## src/design/gbca_pkg.sv

```systemverilog
package gbca_pkg;

	localparam int ROW_W   = 6;
	localparam int COL_W   = 6;
	localparam int LABEL_W = 16;
	localparam int RANGE_W = 7;
	localparam int S_DATA_W = 32;
	localparam int M_DATA_W = 32;

	localparam logic [RANGE_W-1:0] COVER_RESET = 7'd16;
	localparam int MIN_COVER = 2;

	typedef enum logic [1:0] {
		DIR_RIGHT = 2'd0,
		DIR_DOWN  = 2'd1,
		DIR_UP    = 2'd2,
		DIR_LEFT  = 2'd3
	} dir_t;

	typedef enum logic [7:0] {
		ST_CLR   = 8'b0000_0001,
		ST_IDLE  = 8'b0000_0010,
		ST_POP   = 8'b0000_0100,
		ST_LOAD  = 8'b0000_1000,
		ST_NB    = 8'b0001_0000,
		ST_CHK   = 8'b0010_0000,
		ST_FLUSH = 8'b0100_0000,
		ST_SWEEP = 8'b1000_0000
	} state_t;

endpackage

```

## src/design/gbca_step.sv

```systemverilog
module gbca_step #(
	parameter int GRID_ROWS = 64,
	parameter int GRID_COLS = 64,
	localparam int RW = $clog2(GRID_ROWS),
	localparam int CW = $clog2(GRID_COLS)
) (
	input  logic [RW-1:0]   row,
	input  logic [CW-1:0]   col,
	input  gbca_pkg::dir_t  dir,
	output logic [RW-1:0]   row_n,
	output logic [CW-1:0]   col_n,
	output logic            ok
);
	import gbca_pkg::*;

	always_comb begin
		row_n = row;
		col_n = col;
		ok    = 1'b0;
		case (dir)
			DIR_RIGHT: begin
				col_n = col + CW'(1);
				ok    = (col != CW'(GRID_COLS - 1));
			end
			DIR_DOWN: begin
				row_n = row + RW'(1);
				ok    = (row != RW'(GRID_ROWS - 1));
			end
			DIR_UP: begin
				row_n = row - RW'(1);
				ok    = (row != '0);
			end
			DIR_LEFT: begin
				col_n = col - CW'(1);
				ok    = (col != '0);
			end
			default: begin
				ok = 1'b0;
			end
		endcase
	end

endmodule

```

## config.mk

```make
export PLATFORM = sky130hd
export DESIGN_NAME = gbca_step
export DESIGN_NICKNAME = d
export VERILOG_FILES = /design/src/design/gbca_pkg.sv /design/src/design/gbca_step.sv
export SDC_FILE = /design/constraint.sdc
export NUM_CORES = 1
export LEC_CHECK = 0
export BUFFER_PORTS_ARGS = -buffer_cell sky130_fd_sc_hd__buf_2
export CORE_ASPECT_RATIO = 1.1
export CORE_MARGIN = 1.5
export CORE_UTILIZATION = 30
export DETAILED_ROUTE_END_ITERATION = 12
export SLEW_MARGIN = 5
export SYNTH_ARGS = -nofsm -noshare
export SYNTH_HDL_FRONTEND = slang
export SYNTH_SLANG_ARGS = --single-unit
```

## constraint.sdc

```tcl
create_clock -name vclk -period 2.45
set_input_delay 0.1225 -clock vclk [all_inputs]
set_output_delay 0.1225 -clock vclk [all_outputs]
set_load 0.01 [all_outputs]
```

== Yosys cells after proc, flatten, opt, wreduce, memory -nomap -nowiden ==
Cells that the tools add are included.

* Bits in latches: 0
* Memories: 0
* Input bits: 14
* Bits in read-only memories: 0
* RAM bits: 0
* Register bits after elaboration: 0

* Reduce and logical (&&, ||, !) cells: 3
* Order comparisons: 0
* Eq/ne operators: 5
* Divide/modulo/power cells: 0
* Add/sub/neg operators: 4
* Multipliers: 0
* Bitwise gates (word level): 0
* Shifts and indexed selects: 0
* Muxes and demuxes: 3

{| class="wikitable"
|+ Operators with widths
! operator !! number
|-
| 6-bit case mux with 2 select lines || 2
|-
| 6-bit by 1-bit adder with 6-bit output (second input constant) || 2
|-
| 6-bit != test (second input constant) || 2
|-
| 6-bit nonzero test || 2
|-
| 6-bit by 1-bit subtractor with 6-bit output (second input constant) || 2
|-
| 2-bit == test (second input constant) || 2
|-
| 1-bit case mux with 4 select lines || 1
|-
| 2-bit by 1-bit == test with 1-bit output (second input constant) || 1
|-
| 2-bit logical NOT || 1
|}

== Longest topological paths before layout ==
* Word-level depth: 2
* Mapped depth: 9
* Gate-level depth less buffers: 8

== Worst setup path before layout ==
OpenSTA, ideal clock, no wires.

* Path type: input to output
* Start: input port dir[0]
* End: output port col_n[4]
* Stages on the path: 8
* Slack: 549 ps
* Arrival time: 1778 ps
* Path buffers: 1
* Path through: ha_1 buf_1 xor2_1 ha_1 a21o_1 a22oi_1 o211a_1 or3_1

* Word-level cells in the longest chain between the ends: 2

{| class="wikitable"
|+ RTL lines
! element !! line !! RTL
|-
| from (decl) || gbca_step.sv:9 || <nowiki>input gbca_pkg::dir_t dir,</nowiki>
|-
| 2-bit == test / 2-bit logical NOT (equally long branches) || gbca_step.sv:20 || <nowiki>case (dir)</nowiki>
|-
| 6-bit case mux with 2 select lines * || gbca_step.sv:20 ||
|-
| to (decl) || gbca_step.sv:11 || <nowiki>output logic [CW-1:0] col_n,</nowiki>
|}

Every way passes the cells marked *; elsewhere a longest branch is shown, timed or not.

== Worst setup path after layout ==
Same ends and word-level chain as after synthesis.

==> impl_metrics.ini <==
[logic_synthesis]
ys_warn_count = 0
postSynthCellCount = 94
synthesis.area_um2 = 679
synth-seq-area-share_pct = 0
avgSynthCellArea_um2 = 7.23
synth_nets = 115
synthDistinctLibCells = 39

[die]
die_width_um = 48.4
core_mm2 = 0.00206
initial_core_util_pct = 32.9
rows = 17
ios = 27
die-area_mm2 = 0.00256
die_h_um = 52.9

[clock_network]
post_cts_buffers = 0
cts-hold-fix-buffers = 0
cts_resized = 0

[timing]
whs_ns = 0.549
finalSetupTns_ns = 0
finalCritPeriodShare_pct = 83.0
finalHoldViolCount = 0
slew_violations = 0
finalCriticalPeriod_ns = 2.03
setup_viol = 0
relSlewSlack_pct = 68.3
worst_pin_slew_ns = 0.476
fmax_mhz = 492
timing.final.ws_setup_ns = 0.416
rsz0062_at_grt = false

[critical_path]
critPathLaunch = dir[0]
required_ns = 2.33
crit_type = input pin to output port
cp_data_arrival_time_ns = 1.91
critPathMaxFanout = 8
start_kind = input pin
end_kind = output port

[finish]
areaGrowthSynthToFinish_pct = 20.1
final_common_cell = buf_2
fillers = 223
clkbuf_count = 0
final_cell_mix = buf_2 (27), xor2_1 (9), ha_1 (7)
nNetsFinal = 136
layout-drive-gt1-share_pct = 33.6
antenna_cells = 0
layout.cells.non_filler = 141
numSequentialCells = 0
register_area_um2 = 0
multi_input_area_um2 = 608

[worst_hold_path]
min_from = row[4]
hold_class = input pin to output port

[global_routing]
grt_pass1_vias = 648
grt_usage_pct = 13.1
grt_max_degree = 14
grt_overflow = 0
grt_pass1_wl_um = 2800
antenna_found_initial = 0

[routing]
vias = 743
ant_nets = 0
vias_per_cell = 5.27
dr.pass1.iters = 4
drt_iter0_drc = 10
wirelength_um = 1650
drc_errors = 0
wl_per_cell_um = 11.7

[place]
port_buffers = 27
placed_cells = 141
dpl.hpwl_um = 1320
pre_cts_slack_ns = 0.419
gp_congestion = 0.809

[power_and_ir_drop]
power_density_mw_per_mm2 = 221
vdd_ir_drop_max_v = 0.0000816
total_leakage_power_nw = 0.387
p_total_uw = 181

[outcome]
outcome = completed

[job]
cap_viol_max_count = 0
-- critical path, cell delays in order --
cell and delay [ns]:
buf_2 0.12, ha_1 0.30, xor2_1 0.20, ha_1 0.23, a21o_1 0.18, a22oi_1 0.21
nor3_1 0.07, or3_1 0.34, buf_2 0.14
-- final timing paths --
| check | endpoint | slack [ns] | cells after the start |
|---|---|---|---|
| setup / recovery | col_n[4] | 0.42 | 9 |
| hold / removal | row_n[4] | 0.55 | 3 |
-- stage by stage --
step                      utilization, %  area, um2
after global routing                39.5        816
after detailed placement            39.5        816
final                               39.5        816
after floorplan                        -        679
after global placement              39.5        816
after CTS                           39.5        816
-- layer usage --
layer	up-vias	track usage [%]	wire length, um
met5	-	0	0
met4	0	0	0
met3	0	0.847	89
met2	30	25.9	780
met1	329	16.7	775
li1	384	-	-
-- cell type report --
cell class / instances / area share (%)
multi-input cells: 78 / 74.5
well taps: 28 / 4.29
repair buffers: 29 / 18.4
inverters: 6 / 2.76
-- cells in the mapped netlist (2+ instances only) --
library cell | number | area share, %
xor2_1 | 9 | 12
ha_1 | 7 | 13
a21oi_1 | 6 | 4.4
inv_1 | 6 | 3.3
o21ai_0 | 5 | 3.7
xnor2_1 | 5 | 6.4
clkbuf_1 | 4 | 2.2
nor2_1 | 4 | 2.2
a22oi_1 | 3 | 3.3
buf_2 | 3 | 2.2
mux2_2 | 3 | 5.0
nand2_1 | 3 | 1.7
nand2b_1 | 3 | 2.8
nand3_1 | 3 | 2.2
nor3_1 | 3 | 2.2
buf_1 | 2 | 1.1
nor2b_1 | 2 | 1.8
o31ai_1 | 2 | 2.2
-- cell families (layout without fill, tap and decap cells) --
kind of cell	after synthesis	count (layout)	synth area share, %
AOI/OAI and AO/OA	27	27	28.7
xor gates and xnor gates	14	14	18.0
adders and majority gates	7	7	12.9
buffers and inverters	16	35	10.5
muxes	4	4	7.18
and+or+nand+nor	26	26	22.7
-- report_power, final --
group | switching [mW] | total, mW | internal (mW)
Combinational | 0.0971 | 0.181 | 0.0835
Sequential | 0 | 0 | 0
Clock | 0 | 0 | 0
Total | 0.0971 | 0.181 | 0.0835
No activity file was read; power rests on OpenSTA's default activity.
